===== config.mk =====
export PLATFORM = sky130hd
export DESIGN_NAME = quad_motor_mixer_throttle_unit
export DESIGN_NICKNAME = d
export VERILOG_FILES = /design/src/sv/qmmt_pkg.sv /design/src/sv/qmmt_ctrl.sv /design/src/sv/qmmt_datapath.sv /design/src/sv/quad_motor_mixer_throttle_unit.sv
export VERILOG_INCLUDE_DIRS = /design/src /design/src/sv
export SDC_FILE = /design/constraint.sdc
export NUM_CORES = 2
export LEC_CHECK = 0
export BUFFER_PORTS_ARGS = -buffer_cell sky130_fd_sc_hd__buf_2
export CORE_UTILIZATION = 50
export CTS_CLUSTER_SIZE = 28
export DETAILED_ROUTE_END_ITERATION = 16
export HOLD_SLACK_MARGIN = 0.05
export PLACE_DENSITY = 0.74
export RECOVER_POWER = 50
export SLEW_MARGIN = 20
export SYNTH_ARGS = -nofsm -noshare
export SYNTH_HDL_FRONTEND = slang
export SYNTH_SLANG_ARGS = --single-unit

===== constraint.sdc =====
create_clock -name clk -period 8.9 [get_ports clk]
set_input_delay 0.445 -clock clk [delete_from_list [all_inputs] [get_ports clk]]
set_output_delay 0.445 -clock clk [all_outputs]
set_load 0.05 [all_outputs]

===== src/sv/quad_motor_mixer_throttle_unit_assert.svh =====
// Assertion macros shared by the motor mixer RTL.
// Included by the controller and the datapath; no other dependencies.
`ifndef QUAD_MOTOR_MIXER_THROTTLE_UNIT_ASSERT_SVH
`define QUAD_MOTOR_MIXER_THROTTLE_UNIT_ASSERT_SVH

// Consequent must hold in the same cycle as the antecedent.
`define QMMT_ASSERT_SAME(label, clk_s, rst_s, ante, cons, msg) \
  label: assert property (@(posedge clk_s) disable iff (!rst_s) (ante) |-> (cons)) \
    else $error(msg);

// Consequent must hold in the cycle after the antecedent.
`define QMMT_ASSERT_NEXT(label, clk_s, rst_s, ante, cons, msg) \
  label: assert property (@(posedge clk_s) disable iff (!rst_s) (ante) |=> (cons)) \
    else $error(msg);

`endif


===== src/sv/qmmt_pkg.sv =====
// Types, constants and small helper functions of the motor mixer.
// Used by qmmt_ctrl, qmmt_datapath and the top level; no dependencies.
package qmmt_pkg;

  localparam int PITCH_W     = 14;
  localparam int ROLL_W      = 14;
  localparam int YAW_W       = 10;
  localparam int LIFT_W      = 17;
  localparam int MODE_W      = 2;
  localparam int ARM_GAIN_W  = 16;
  localparam int YAW_GAIN_W  = 18;
  localparam int QMASS_W     = 14;
  localparam int CMP_W       = 11;
  localparam int CFG_DATA_W  = 18;
  localparam int CFG_INDEX_W = 2;
  localparam int MOTORS      = 4;
  localparam int MOTOR_W     = 2;

  // Throttle curve 2.8189*f^2 + 61.661*f + 320.91, coefficients with 16 fraction bits.
  localparam int CURVE_BITS = 16;
  localparam int CURVE_K2_W = 18;
  localparam int CURVE_K2   = 184739;
  localparam int CURVE_K1   = 4041015;
  localparam int CURVE_K0   = 21031158;

  localparam int THR_MAX  = 850;
  localparam int THR_MIN  = 100;
  localparam int PWM_BASE = 1000;

  // Forces saturate at +/- 2^FORCE_INT_BITS newtons.
  localparam int FORCE_INT_BITS = 6;

  localparam int TERM_CNT_W = 3;
  localparam logic [TERM_CNT_W-1:0] LAST_TERM_INDEX = 3'd4;

  typedef enum logic [MODE_W-1:0] {
    MODE_FOUR_AXIS,
    MODE_PITCH_ONLY,
    MODE_ROLL_ONLY,
    MODE_HOLD
  } mix_mode_t;

  typedef enum logic [CFG_INDEX_W-1:0] {
    CFG_MIX_MODE,
    CFG_ARM_GAIN,
    CFG_YAW_GAIN,
    CFG_QUARTER_MASS
  } cfg_reg_t;

  // Operand pairs of the shared multiplier.
  typedef enum logic [2:0] {
    MUL_PITCH,
    MUL_ROLL,
    MUL_YAW,
    MUL_LIFT,
    MUL_HOVER,
    MUL_CURVE_SQ,
    MUL_CURVE_LO,
    MUL_CURVE_HI
  } mul_sel_t;

  typedef enum logic [3:0] {
    ST_IDLE,
    ST_MIX,
    ST_MIX_DRAIN,
    ST_FORCE,
    ST_SQ,
    ST_UWAIT,
    ST_LO,
    ST_HI,
    ST_DRAIN,
    ST_CMP,
    ST_DONE
  } ctl_state_t;

  typedef struct packed {
    logic               load_in;
    logic               mul_en;
    mul_sel_t           mul_sel;
    logic               force_load;
    logic               cmp_write;
    logic [MOTOR_W-1:0] motor;
    logic               out_load;
  } ctl_cmd_t;

  typedef struct packed {
    mix_mode_t mix_mode;
  } dp_status_t;

  function automatic mul_sel_t term_of_index(logic [TERM_CNT_W-1:0] idx);
    mul_sel_t sel;
    case (idx)
      3'd0:    sel = MUL_PITCH;
      3'd1:    sel = MUL_ROLL;
      3'd2:    sel = MUL_YAW;
      3'd3:    sel = MUL_LIFT;
      default: sel = MUL_HOVER;
    endcase
    return sel;
  endfunction

  function automatic logic term_used(mix_mode_t mode, mul_sel_t sel);
    logic used;
    case (mode)
      MODE_FOUR_AXIS:  used = sel inside {MUL_PITCH, MUL_ROLL, MUL_YAW, MUL_LIFT};
      MODE_PITCH_ONLY: used = sel inside {MUL_PITCH, MUL_HOVER};
      MODE_ROLL_ONLY:  used = sel inside {MUL_ROLL, MUL_HOVER};
      default:         used = 1'b0;
    endcase
    return used;
  endfunction

  // X-frame sign pattern: true where the term is subtracted for that motor.
  function automatic logic term_negative(mul_sel_t sel, logic [MOTOR_W-1:0] motor);
    logic neg;
    case (sel)
      MUL_PITCH: neg = motor inside {2'd0, 2'd3};
      MUL_ROLL:  neg = motor inside {2'd0, 2'd1};
      MUL_YAW:   neg = motor inside {2'd0, 2'd2};
      default:   neg = 1'b0;
    endcase
    return neg;
  endfunction

endpackage


===== src/sv/qmmt_ctrl.sv =====
// Sequencing state machine of the motor mixer.
// Depends on qmmt_pkg and the assertion macro header.
`include "quad_motor_mixer_throttle_unit_assert.svh"

module qmmt_ctrl import qmmt_pkg::*; (
  input  logic       clk,
  input  logic       rst_n,
  input  logic       in_valid,
  output logic       in_stall,
  output logic       out_valid,
  input  logic       out_stall,
  input  dp_status_t status,
  output ctl_cmd_t   cmd
);

  ctl_state_t              state_r, state_nxt;
  logic [TERM_CNT_W-1:0]   term_cnt_r, term_cnt_nxt;
  logic [MOTOR_W-1:0]      motor_r, motor_nxt;
  logic                    out_valid_r, out_valid_nxt;
  logic                    accept;

  assign in_stall  = (state_r != ST_IDLE);
  assign out_valid = out_valid_r;
  assign accept    = in_valid && !in_stall;

  always_ff @(posedge clk) begin
    if (!rst_n) begin
      state_r     <= ST_IDLE;
      term_cnt_r  <= '0;
      motor_r     <= '0;
      out_valid_r <= 1'b0;
    end else begin
      state_r     <= state_nxt;
      term_cnt_r  <= term_cnt_nxt;
      motor_r     <= motor_nxt;
      out_valid_r <= out_valid_nxt;
    end
  end

  always_comb begin
    state_nxt    = state_r;
    term_cnt_nxt = term_cnt_r;
    motor_nxt    = motor_r;
    cmd          = '0;
    cmd.mul_sel  = MUL_PITCH;
    cmd.motor    = motor_r;
    case (state_r)
      ST_IDLE: begin
        if (in_valid) begin
          cmd.load_in  = 1'b1;
          term_cnt_nxt = '0;
          state_nxt    = ST_MIX;
        end
      end
      ST_MIX: begin
        // Walk all five terms; the mode decides which ones reach the accumulators.
        cmd.mul_sel = term_of_index(term_cnt_r);
        cmd.mul_en  = term_used(status.mix_mode, cmd.mul_sel);
        if (term_cnt_r == LAST_TERM_INDEX) begin
          state_nxt = ST_MIX_DRAIN;
        end else begin
          term_cnt_nxt = term_cnt_r + 1'b1;
        end
      end
      ST_MIX_DRAIN: begin
        state_nxt = ST_FORCE;
      end
      ST_FORCE: begin
        cmd.force_load = (status.mix_mode != MODE_HOLD);
        motor_nxt      = '0;
        state_nxt      = ST_SQ;
      end
      ST_SQ: begin
        cmd.mul_en  = 1'b1;
        cmd.mul_sel = MUL_CURVE_SQ;
        state_nxt   = ST_UWAIT;
      end
      ST_UWAIT: begin
        state_nxt = ST_LO;
      end
      ST_LO: begin
        cmd.mul_en  = 1'b1;
        cmd.mul_sel = MUL_CURVE_LO;
        state_nxt   = ST_HI;
      end
      ST_HI: begin
        cmd.mul_en  = 1'b1;
        cmd.mul_sel = MUL_CURVE_HI;
        state_nxt   = ST_DRAIN;
      end
      ST_DRAIN: begin
        state_nxt = ST_CMP;
      end
      ST_CMP: begin
        cmd.cmp_write = 1'b1;
        if (motor_r == MOTOR_W'(MOTORS - 1)) begin
          state_nxt = ST_DONE;
        end else begin
          motor_nxt = motor_r + 1'b1;
          state_nxt = ST_SQ;
        end
      end
      ST_DONE: begin
        if (!out_valid_r || !out_stall) begin
          cmd.out_load = 1'b1;
          state_nxt    = ST_IDLE;
        end
      end
      default: begin
        state_nxt = ST_IDLE;
      end
    endcase
  end

  always_comb begin
    out_valid_nxt = out_valid_r;
    if (cmd.out_load) begin
      out_valid_nxt = 1'b1;
    end else if (out_valid_r && !out_stall) begin
      out_valid_nxt = 1'b0;
    end
  end

  `QMMT_ASSERT_NEXT(a_accept_mix, clk, rst_n, accept, state_r == ST_MIX, "no mix after accept")
  `QMMT_ASSERT_NEXT(a_last_done, clk, rst_n, state_r == ST_CMP && motor_r == 2'd3, state_r == ST_DONE, "missed done")
  `QMMT_ASSERT_NEXT(a_hold_done, clk, rst_n, state_r == ST_DONE && out_valid_r && out_stall, state_r == ST_DONE, "result lost")

endmodule


===== src/sv/qmmt_datapath.sv =====
// Datapath of the motor mixer: registers, shared multiplier, accumulators, curve.
// Depends on qmmt_pkg and the assertion macro header.
`include "quad_motor_mixer_throttle_unit_assert.svh"

module qmmt_datapath import qmmt_pkg::*; #(
  parameter int FRAC_BITS = 12
) (
  input  logic                          clk,
  input  logic                          rst_n,
  input  ctl_cmd_t                      cmd,
  output dp_status_t                    status,
  input  logic                          cfg_we,
  input  logic [CFG_INDEX_W-1:0]        cfg_index,
  input  logic [CFG_DATA_W-1:0]         cfg_data,
  input  logic signed [PITCH_W-1:0]     in_pitch_torque,
  input  logic signed [ROLL_W-1:0]      in_roll_torque,
  input  logic signed [YAW_W-1:0]       in_yaw_torque,
  input  logic [LIFT_W-1:0]             in_lift_accel,
  input  logic                          in_low_power,
  output logic [CMP_W-1:0]              out_motor1_compare,
  output logic [CMP_W-1:0]              out_motor2_compare,
  output logic [CMP_W-1:0]              out_motor3_compare,
  output logic [CMP_W-1:0]              out_motor4_compare
);

  // Force width, curve intermediate widths and multiplier operand widths.
  localparam int FW          = FRAC_BITS + FORCE_INT_BITS + 2;
  localparam int UW          = FRAC_BITS + 26;
  localparam int UL_W        = UW / 2;
  localparam int UH_W        = UW - UL_W;
  localparam int VW          = 2 * FRAC_BITS + 33;
  localparam int CURVE_SHIFT = 2 * FRAC_BITS + CURVE_BITS;
  localparam int TW          = VW - CURVE_SHIFT;
  localparam int GRAV_W      = FRAC_BITS + 4;
  localparam int GRAVITY_FX  = ((98 << FRAC_BITS) + 5) / 10;
  localparam int AW          = (FW > 19) ? FW : 19;
  localparam int BW0         = (FW > 15) ? FW : 15;
  localparam int BW1         = (BW0 > UL_W + 1) ? BW0 : UL_W + 1;
  localparam int BW          = (BW1 > UH_W) ? BW1 : UH_W;
  localparam int PW          = AW + BW;
  localparam int SW          = PW + 2;

  localparam logic signed [SW-1:0] FORCE_LIM   = SW'(1) <<< (FRAC_BITS + FORCE_INT_BITS);
  localparam logic signed [SW-1:0] FORCE_NEG   = -FORCE_LIM;
  localparam logic signed [FW-1:0] FORCE_MAX_F = FW'(FORCE_LIM);
  localparam logic signed [FW-1:0] FORCE_MIN_F = FW'(FORCE_NEG);
  localparam logic signed [UW-1:0] K1_SH       = UW'(CURVE_K1) <<< FRAC_BITS;
  localparam logic signed [VW-1:0] K0_SH       = VW'(CURVE_K0) <<< (2 * FRAC_BITS);
  localparam logic [CURVE_K2_W-1:0] K2_C       = CURVE_K2_W'(CURVE_K2);
  localparam logic [GRAV_W-1:0]    GRAV_C      = GRAV_W'(GRAVITY_FX);
  localparam logic signed [TW-1:0] T_MAX       = TW'(THR_MAX);
  localparam logic signed [TW-1:0] T_MIN       = TW'(THR_MIN);

  mix_mode_t                 mode_r;
  logic [ARM_GAIN_W-1:0]     arm_gain_r;
  logic [YAW_GAIN_W-1:0]     yaw_gain_r;
  logic [QMASS_W-1:0]        qmass_r;

  logic signed [PITCH_W-1:0] pitch_r;
  logic signed [ROLL_W-1:0]  roll_r;
  logic signed [YAW_W-1:0]   yaw_r;
  logic [LIFT_W-1:0]         lift_r;
  logic                      low_r;

  logic signed [AW-1:0]      mul_a;
  logic signed [BW-1:0]      mul_b;
  logic signed [FW-1:0]      f_sel;
  logic signed [PW-1:0]      prod_r;
  logic signed [SW-1:0]      prod_ext;
  logic                      prod_vld_r;
  mul_sel_t                  prod_tag_r;

  logic signed [SW-1:0]      acc_r     [MOTORS];
  logic signed [SW-1:0]      acc_shift [MOTORS];
  logic signed [FW-1:0]      force_sat [MOTORS];
  logic signed [FW-1:0]      force_r   [MOTORS];
  logic signed [UW-1:0]      u_r;
  logic signed [VW-1:0]      cacc_r;
  logic signed [TW-1:0]      t_val;
  logic signed [TW-1:0]      t_clamp;
  logic [CMP_W-1:0]          cmp_nxt;
  logic [CMP_W-1:0]          cmp_r     [MOTORS];
  logic [CMP_W-1:0]          out_cmp_r [MOTORS];
  logic                      forces_ok;

  assign status.mix_mode = mode_r;

  always_ff @(posedge clk) begin
    if (!rst_n) begin
      mode_r     <= MODE_FOUR_AXIS;
      arm_gain_r <= '0;
      yaw_gain_r <= '0;
      qmass_r    <= '0;
    end else if (cfg_we) begin
      case (cfg_reg_t'(cfg_index))
        CFG_MIX_MODE:     mode_r     <= mix_mode_t'(cfg_data[MODE_W-1:0]);
        CFG_ARM_GAIN:     arm_gain_r <= cfg_data[ARM_GAIN_W-1:0];
        CFG_YAW_GAIN:     yaw_gain_r <= cfg_data[YAW_GAIN_W-1:0];
        CFG_QUARTER_MASS: qmass_r    <= cfg_data[QMASS_W-1:0];
        default: ;
      endcase
    end
  end

  always_ff @(posedge clk) begin
    if (cmd.load_in) begin
      pitch_r <= in_pitch_torque;
      roll_r  <= in_roll_torque;
      yaw_r   <= in_yaw_torque;
      lift_r  <= in_lift_accel;
      low_r   <= in_low_power;
    end
  end

  // Operand selection for the shared multiplier.
  always_comb begin
    f_sel = force_r[cmd.motor];
    case (cmd.mul_sel)
      MUL_PITCH: begin
        mul_a = AW'(signed'({1'b0, arm_gain_r}));
        mul_b = BW'(pitch_r);
      end
      MUL_ROLL: begin
        mul_a = AW'(signed'({1'b0, arm_gain_r}));
        mul_b = BW'(roll_r);
      end
      MUL_YAW: begin
        mul_a = AW'(signed'({1'b0, yaw_gain_r}));
        mul_b = BW'(yaw_r);
      end
      MUL_LIFT: begin
        mul_a = AW'(signed'({1'b0, lift_r}));
        mul_b = BW'(signed'({1'b0, qmass_r}));
      end
      MUL_HOVER: begin
        mul_a = AW'(signed'({1'b0, GRAV_C}));
        mul_b = BW'(signed'({1'b0, qmass_r}));
      end
      MUL_CURVE_SQ: begin
        mul_a = AW'(signed'({1'b0, K2_C}));
        mul_b = BW'(f_sel);
      end
      MUL_CURVE_LO: begin
        mul_a = AW'(f_sel);
        mul_b = BW'(signed'({1'b0, u_r[UL_W-1:0]}));
      end
      MUL_CURVE_HI: begin
        mul_a = AW'(f_sel);
        mul_b = BW'(signed'(u_r[UW-1:UL_W]));
      end
      default: begin
        mul_a = '0;
        mul_b = '0;
      end
    endcase
  end

  always_ff @(posedge clk) begin
    if (cmd.mul_en) begin
      prod_r <= PW'(mul_a) * PW'(mul_b);
    end
    prod_tag_r <= cmd.mul_sel;
  end

  always_ff @(posedge clk) begin
    if (!rst_n) begin
      prod_vld_r <= 1'b0;
    end else begin
      prod_vld_r <= cmd.mul_en;
    end
  end

  assign prod_ext = SW'(prod_r);

  // All four force sums build up in parallel as each mixing product arrives.
  always_ff @(posedge clk) begin
    for (int k = 0; k < MOTORS; k++) begin
      if (cmd.load_in) begin
        acc_r[k] <= '0;
      end else if (prod_vld_r &&
                   prod_tag_r inside {MUL_PITCH, MUL_ROLL, MUL_YAW, MUL_LIFT, MUL_HOVER}) begin
        acc_r[k] <= term_negative(prod_tag_r, MOTOR_W'(k)) ? acc_r[k] - prod_ext
                                                            : acc_r[k] + prod_ext;
      end
    end
  end

  // Arithmetic shift floors the exact sum, then saturate.
  always_comb begin
    for (int k = 0; k < MOTORS; k++) begin
      acc_shift[k] = acc_r[k] >>> FRAC_BITS;
      if (acc_shift[k] > FORCE_LIM) begin
        force_sat[k] = FORCE_MAX_F;
      end else if (acc_shift[k] < FORCE_NEG) begin
        force_sat[k] = FORCE_MIN_F;
      end else begin
        force_sat[k] = FW'(acc_shift[k]);
      end
    end
  end

  always_ff @(posedge clk) begin
    if (!rst_n) begin
      for (int k = 0; k < MOTORS; k++) begin
        force_r[k] <= '0;
      end
    end else if (cmd.force_load) begin
      for (int k = 0; k < MOTORS; k++) begin
        force_r[k] <= force_sat[k];
      end
    end
  end

  // Curve by Horner's rule: v = f * (K2*f + K1*2^F) + K0*2^2F.
  // The second product is split into a low and a high partial product.
  always_ff @(posedge clk) begin
    if (prod_vld_r) begin
      case (prod_tag_r)
        MUL_CURVE_SQ: u_r    <= UW'(prod_r) + K1_SH;
        MUL_CURVE_LO: cacc_r <= VW'(prod_r) + K0_SH;
        MUL_CURVE_HI: cacc_r <= cacc_r + (VW'(prod_r) <<< UL_W);
        default: ;
      endcase
    end
  end

  always_comb begin
    t_val = signed'(cacc_r[VW-1:CURVE_SHIFT]);
    if (t_val > T_MAX) begin
      t_clamp = T_MAX;
    end else if (t_val < T_MIN) begin
      t_clamp = T_MIN;
    end else begin
      t_clamp = t_val;
    end
    cmp_nxt = CMP_W'(t_clamp) + CMP_W'(PWM_BASE);
  end

  always_ff @(posedge clk) begin
    if (cmd.cmp_write) begin
      cmp_r[cmd.motor] <= cmp_nxt;
    end
  end

  always_ff @(posedge clk) begin
    if (cmd.out_load) begin
      for (int k = 0; k < MOTORS; k++) begin
        out_cmp_r[k] <= low_r ? CMP_W'(PWM_BASE) : cmp_r[k];
      end
    end
  end

  assign out_motor1_compare = out_cmp_r[0];
  assign out_motor2_compare = out_cmp_r[1];
  assign out_motor3_compare = out_cmp_r[2];
  assign out_motor4_compare = out_cmp_r[3];

  always_comb begin
    forces_ok = 1'b1;
    for (int k = 0; k < MOTORS; k++) begin
      if (force_r[k] > FORCE_MAX_F || force_r[k] < FORCE_MIN_F) begin
        forces_ok = 1'b0;
      end
    end
  end

  `QMMT_ASSERT_SAME(a_force_range, clk, rst_n, 1'b1, forces_ok, "stored force out of range")
  `QMMT_ASSERT_SAME(a_cmp_settled, clk, rst_n, cmd.cmp_write, !prod_vld_r, "curve not settled")
  `QMMT_ASSERT_SAME(a_mix_settled, clk, rst_n, cmd.force_load, !prod_vld_r, "mix not settled")

endmodule


===== src/sv/quad_motor_mixer_throttle_unit.sv =====
// Top level of the quadcopter X-frame motor mixer with throttle curve.
// Depends on qmmt_pkg, qmmt_ctrl and qmmt_datapath.
//
//   Channel   Handshake            Payload
//   --------  -------------------  ------------------------------------------------
//   input     in_valid / in_stall  pitch, roll, yaw torque, lift accel, low power
//   result    out_valid/out_stall  four motor compare values
//   config    cfg_we               cfg_index, cfg_data (no read-back)
//
// A transaction goes from acceptance to the output register through five mixing slots,
// a drain state, a force load, per motor the states SQ, UWAIT, LO, HI, DRAIN and CMP for
// three curve products on the shared multiplier and an output load, then accepts the next.
// Synchronous reset clears the configuration registers and the stored forces to zero.
// A stalled result holds in the output register while the next transaction is worked;
// that one then waits in its final step until the output register frees up.

module quad_motor_mixer_throttle_unit import qmmt_pkg::*; #(
  parameter int FRAC_BITS = 12
) (
  input  logic                      clk,
  input  logic                      rst_n,
  input  logic                      in_valid,
  output logic                      in_stall,
  input  logic signed [PITCH_W-1:0] in_pitch_torque,
  input  logic signed [ROLL_W-1:0]  in_roll_torque,
  input  logic signed [YAW_W-1:0]   in_yaw_torque,
  input  logic [LIFT_W-1:0]         in_lift_accel,
  input  logic                      in_low_power,
  output logic                      out_valid,
  input  logic                      out_stall,
  output logic [CMP_W-1:0]          out_motor1_compare,
  output logic [CMP_W-1:0]          out_motor2_compare,
  output logic [CMP_W-1:0]          out_motor3_compare,
  output logic [CMP_W-1:0]          out_motor4_compare,
  input  logic                      cfg_we,
  input  logic [CFG_INDEX_W-1:0]    cfg_index,
  input  logic [CFG_DATA_W-1:0]     cfg_data
);

  ctl_cmd_t   cmd;
  dp_status_t status;

  qmmt_ctrl u_ctrl (
    .clk       (clk),
    .rst_n     (rst_n),
    .in_valid  (in_valid),
    .in_stall  (in_stall),
    .out_valid (out_valid),
    .out_stall (out_stall),
    .status    (status),
    .cmd       (cmd)
  );

  qmmt_datapath #(
    .FRAC_BITS (FRAC_BITS)
  ) u_datapath (
    .clk                (clk),
    .rst_n              (rst_n),
    .cmd                (cmd),
    .status             (status),
    .cfg_we             (cfg_we),
    .cfg_index          (cfg_index),
    .cfg_data           (cfg_data),
    .in_pitch_torque    (in_pitch_torque),
    .in_roll_torque     (in_roll_torque),
    .in_yaw_torque      (in_yaw_torque),
    .in_lift_accel      (in_lift_accel),
    .in_low_power       (in_low_power),
    .out_motor1_compare (out_motor1_compare),
    .out_motor2_compare (out_motor2_compare),
    .out_motor3_compare (out_motor3_compare),
    .out_motor4_compare (out_motor4_compare)
  );

endmodule

==> impl_metrics.csv <==
group,metric,value,unit
logic_synthesis,ys_seq_area_frac,0.330,
cts,cts_made_buffers,61,
critical_path,end_kind,"flip-flop",
logic_synthesis,synth_flop_cell,"edfxtp_1",
cts,cts.sinks,574,
timing,slew_violations,0,
placed_design,dp_cells,6750,
grt,grt_remaining_overflow,0,
layout,layout-drive-gt1-share,0.135,
timing,holdWs,0.0665,ns
timing,worst_pin_slew,1.34,ns
run_status,failed_checks,"negative setup slack",
critical_path,cpPeakStageDelay,0.59,ns
cts,clk_pin_slew,0.08,ns
logic_synthesis,ys_seq_elements,574,
die,rows,115,
timing,layout_min_cycle_time,8.99,ns
critical_path,path_common_cell,"fa_1",
logic_synthesis,async_flop_share,0,
die,dieArea,102000,sq um
critical_path,slowest_stage,"fa_1",
critical_path,reg2reg_slack,-0.09,ns
layout,layout.nets,6436,
hold_path,hp-class,"input pin to flip-flop",
critical_path,cp_max_fo,10,
detailed_routing,wl_per_cell,22.5,um
logic_synthesis,ys_types,100,
layout,seqCellArea,16600,sq um
layout,n_fill_cell,8302,
logic_synthesis,netlist_area,50200,sq um
grt,grt_pass1_vias,40200,
die,die_x,319,um
layout,area_delta_synth_final,15.6,%
detailed_routing,vias_per_cell,5.80,
placed_design,numPortBuffers,126,
power_and_ir_drop,powerDensity,325,nW/um^2
timing,rsz0062_at_grt,"yes",
cts,cts_max_level,2,
layout,final_util,0.586,
timing,setup_slack,-0.0926,ns
grt,grtUsageTotal,0.305,
critical_path,critPathKind,"flip-flop to flip-flop",
layout,fin_cells,6947,
run_status,status,"complete, but fails checks",
grt,grt_pass1_wl,237000,um
critical_path,start_kind,"flip-flop",
cts,cts_tree,"built",
detailed_routing,postRouteAntennaNets,0,
power_and_ir_drop,total_power,0.0189,W
detailed_routing,vias,40300,
flow_run,maxCapViolations,0,
placed_design,gp_congestion,1.04,
die,start_util,0.507,
die,die_y,319,um
die,coreArea,99000,sq um
timing,fin_skew,0.0759,ns
placed_design,dp.final_hpwl,122000,um
die,io_pins,127,
cts,clockBufferDepth,3,
timing,slew_headroom,0.108,
timing,setup_viol,3,
critical_path,cp.required,9.31,ns
power_and_ir_drop,p_leak,25.2,nW
detailed_routing,drtIter0Drc,4331,
layout,multi_input_area,31100,sq um
cts,cts.root.buffer_cell,"clkbuf_16",
timing,period_share,1.01,
power_and_ir_drop,ir_drop,0.000328,V
timing,max_freq,0.111,GHz
logic_synthesis,syn-mean-instance-area,9.71,sq um
critical_path,arrival,9.40,ns
detailed_routing,drt_pass1_iterations,6,
detailed_routing,drc_errors,0,
grt,grt_max_degree,92,
timing,finalHoldViolCount,0,
logic_synthesis,synth_edf_count,508,
cts,clk_latency,0.70,ns
logic_synthesis,synth_cells,5172,
detailed_routing,drt_wl_total,156000,um
grt,antenna_found_initial,3,
logic_synthesis,yosys_warnings,0,
## cell usage after synthesis, types with 38 or more instances
| master | n | area share |
|---|---|---|
| xor2_1 | 132 | 0.023 |
| fa_1 | 425 | 0.17 |
| a31oi_1 | 38 | 0.0047 |
| nand2b_1 | 47 | 0.0059 |
| or2_2 | 41 | 0.0051 |
| buf_2 | 47 | 0.0047 |
| o21ai_0 | 153 | 0.015 |
| edfxtp_1 | 508 | 0.30 |
| inv_1 | 557 | 0.042 |
| nor2_1 | 578 | 0.043 |
| clkbuf_1 | 132 | 0.0099 |
| dfxtp_1 | 66 | 0.026 |
| a21boi_0 | 59 | 0.0088 |
| o21bai_1 | 41 | 0.0061 |
| xnor2_1 | 252 | 0.044 |
| nand2_1 | 563 | 0.042 |
| and2_1 | 126 | 0.016 |
| a21oi_1 | 222 | 0.022 |
| nor2b_1 | 53 | 0.0066 |
| nand3_1 | 66 | 0.0066 |
| o21a_1 | 67 | 0.010 |
| a21o_1 | 119 | 0.018 |
| ha_1 | 324 | 0.081 |
| and3_1 | 44 | 0.0055 |
| nor3_1 | 94 | 0.0094 |
## worst paths after layout
check,end,cells after the start,start
hold / removal,u_datapath.arm_gain_r[10],3,cfg_data[10]
setup reg to reg,u_datapath.prod_r[39],35,u_ctrl.state_r[2]
hold reg to reg,u_datapath.yaw_gain_r[12],2,u_datapath.yaw_gain_r[12]
setup / recovery,u_datapath.prod_r[39],35,u_ctrl.state_r[2]
## worst max-delay path: cells and delay by family (launching register included)
| kind | cells | cell delay, ns |
|---|---|---|
| XOR/XNOR | 1 | 0.08 |
| AO/OA/AOI/OAI | 10 | 1.69 |
| buffers and inverters | 9 | 1.05 |
| AND/OR/NAND/NOR | 7 | 1.53 |
| flip-flops | 1 | 0.31 |
| adder cells (fa/ha/maj) | 8 | 4.06 |
## metal layers
| metal | up-vias | share of wire | global-route usage |
|---|---|---|---|
| li1 | 18400 | - | - |
| met1 | 19600 | 0.40 | 0.410 |
| met2 | 1949 | 0.45 | 0.479 |
| met3 | 372 | 0.097 | 0.0612 |
| met4 | 4 | 0.049 | 0.130 |
| met5 | - | 0.00015 | 0 |
## where the power goes
group / leakage, nW / internal, W / switching [W]
Sequential: 5.38 / 0.00357 / 0.000443
Clock: 0.995 / 0.00150 / 0.00115
Combinational: 18.8 / 0.00515 / 0.00705
## flip-flops by register name (all words and copies together), names as in the netlist, 2 cells and up, named ones only
| name | flops |
|---|---|
| u_ctrl.motor_r | 2 |
| u_ctrl.state_r | 4 |
| u_ctrl.term_cnt_r | 3 |
| u_datapath.acc_r | 168 |
| u_datapath.arm_gain_r | 16 |
| u_datapath.cacc_r | 38 |
| u_datapath.cmp_r | 44 |
| u_datapath.force_r | 80 |
| u_datapath.lift_r | 17 |
| u_datapath.out_cmp_r | 44 |
| u_datapath.pitch_r | 14 |
| u_datapath.prod_r | 40 |
| u_datapath.prod_tag_r | 3 |
| u_datapath.qmass_r | 14 |
| u_datapath.roll_r | 14 |
| u_datapath.status | 2 |
| u_datapath.u_r | 38 |
| u_datapath.yaw_gain_r | 18 |
| u_datapath.yaw_r | 10 |
## metrics by stage
stage | setup TNS (ns) | cell area, sq um | setup WS [ns]
floorplan | -0.0318 | 50300 | -0.0318
global placement | -0.944 | 55000 | -0.229
detailed placement | -1.41 | 55000 | -0.330
CTS | -0.108 | 57900 | -0.0579
global route | -1.70 | 58000 | -0.353
finish | -0.206 | 58000 | -0.0926
## logic make-up after synthesis
logic type / synth area share
and+or+nand+nor: 0.162
xor gates and xnor gates: 0.0670
buffers and inverters: 0.0595
DFF: 0.330
AOI/OAI and AO/OA: 0.118
muxes: 0.0128
adders and majority gates: 0.250
other: 0.0000747
## cells in the final DEF, fill, tap and decap left out, types with 20 or more instances in the layout
cell and instances:
nor2b_1 52, or2_2 39, nand4_1 32, dfxtp_1 63, ha_1 322, buf_12 37
dlygate4sd3_1 62, o21a_1 63, edfxtp_1 508, xnor2_1 250, inv_1 550, mux4_2 20
clkbuf_16 62, a21boi_0 59, nand2_1 558, a21o_1 117, a211oi_1 31, and3_1 41
or3_1 22, fa_1 422, buf_2 113, nand2b_1 46, xor2_1 132, o21bai_1 40
clkbuf_1 31, a21oi_1 213, and2_1 125, a31oi_1 30, nand3_1 63, o21ai_0 147
buf_4 321, nor3_1 88, nor2_1 571, nor4_1 31
## cell type report
cell class              instances  share of cell area
multi-input cells            3835               0.536
flip-flops and latches        574               0.286
repair buffers                572              0.0793
inverters                     562              0.0364
well taps                    1287              0.0277
clock buffers                  69              0.0272
clock inverters                42             0.00770
diodes                          6            0.000259
## repair_timing
| action | CTS | global route |
|---|---|---|
| setup endpoints to repair | 8 | 12 |
| pin swaps | 21 | 21 |
| hold endpoints to repair | 67 | 0 |
| cloned | 2 | 0 |
| gates resized for setup | 58 | 33 |
| hold buffers | 62 | 0 |
| buffers inserted | 9 | 8 |
(Power assumes the default switching activity.)
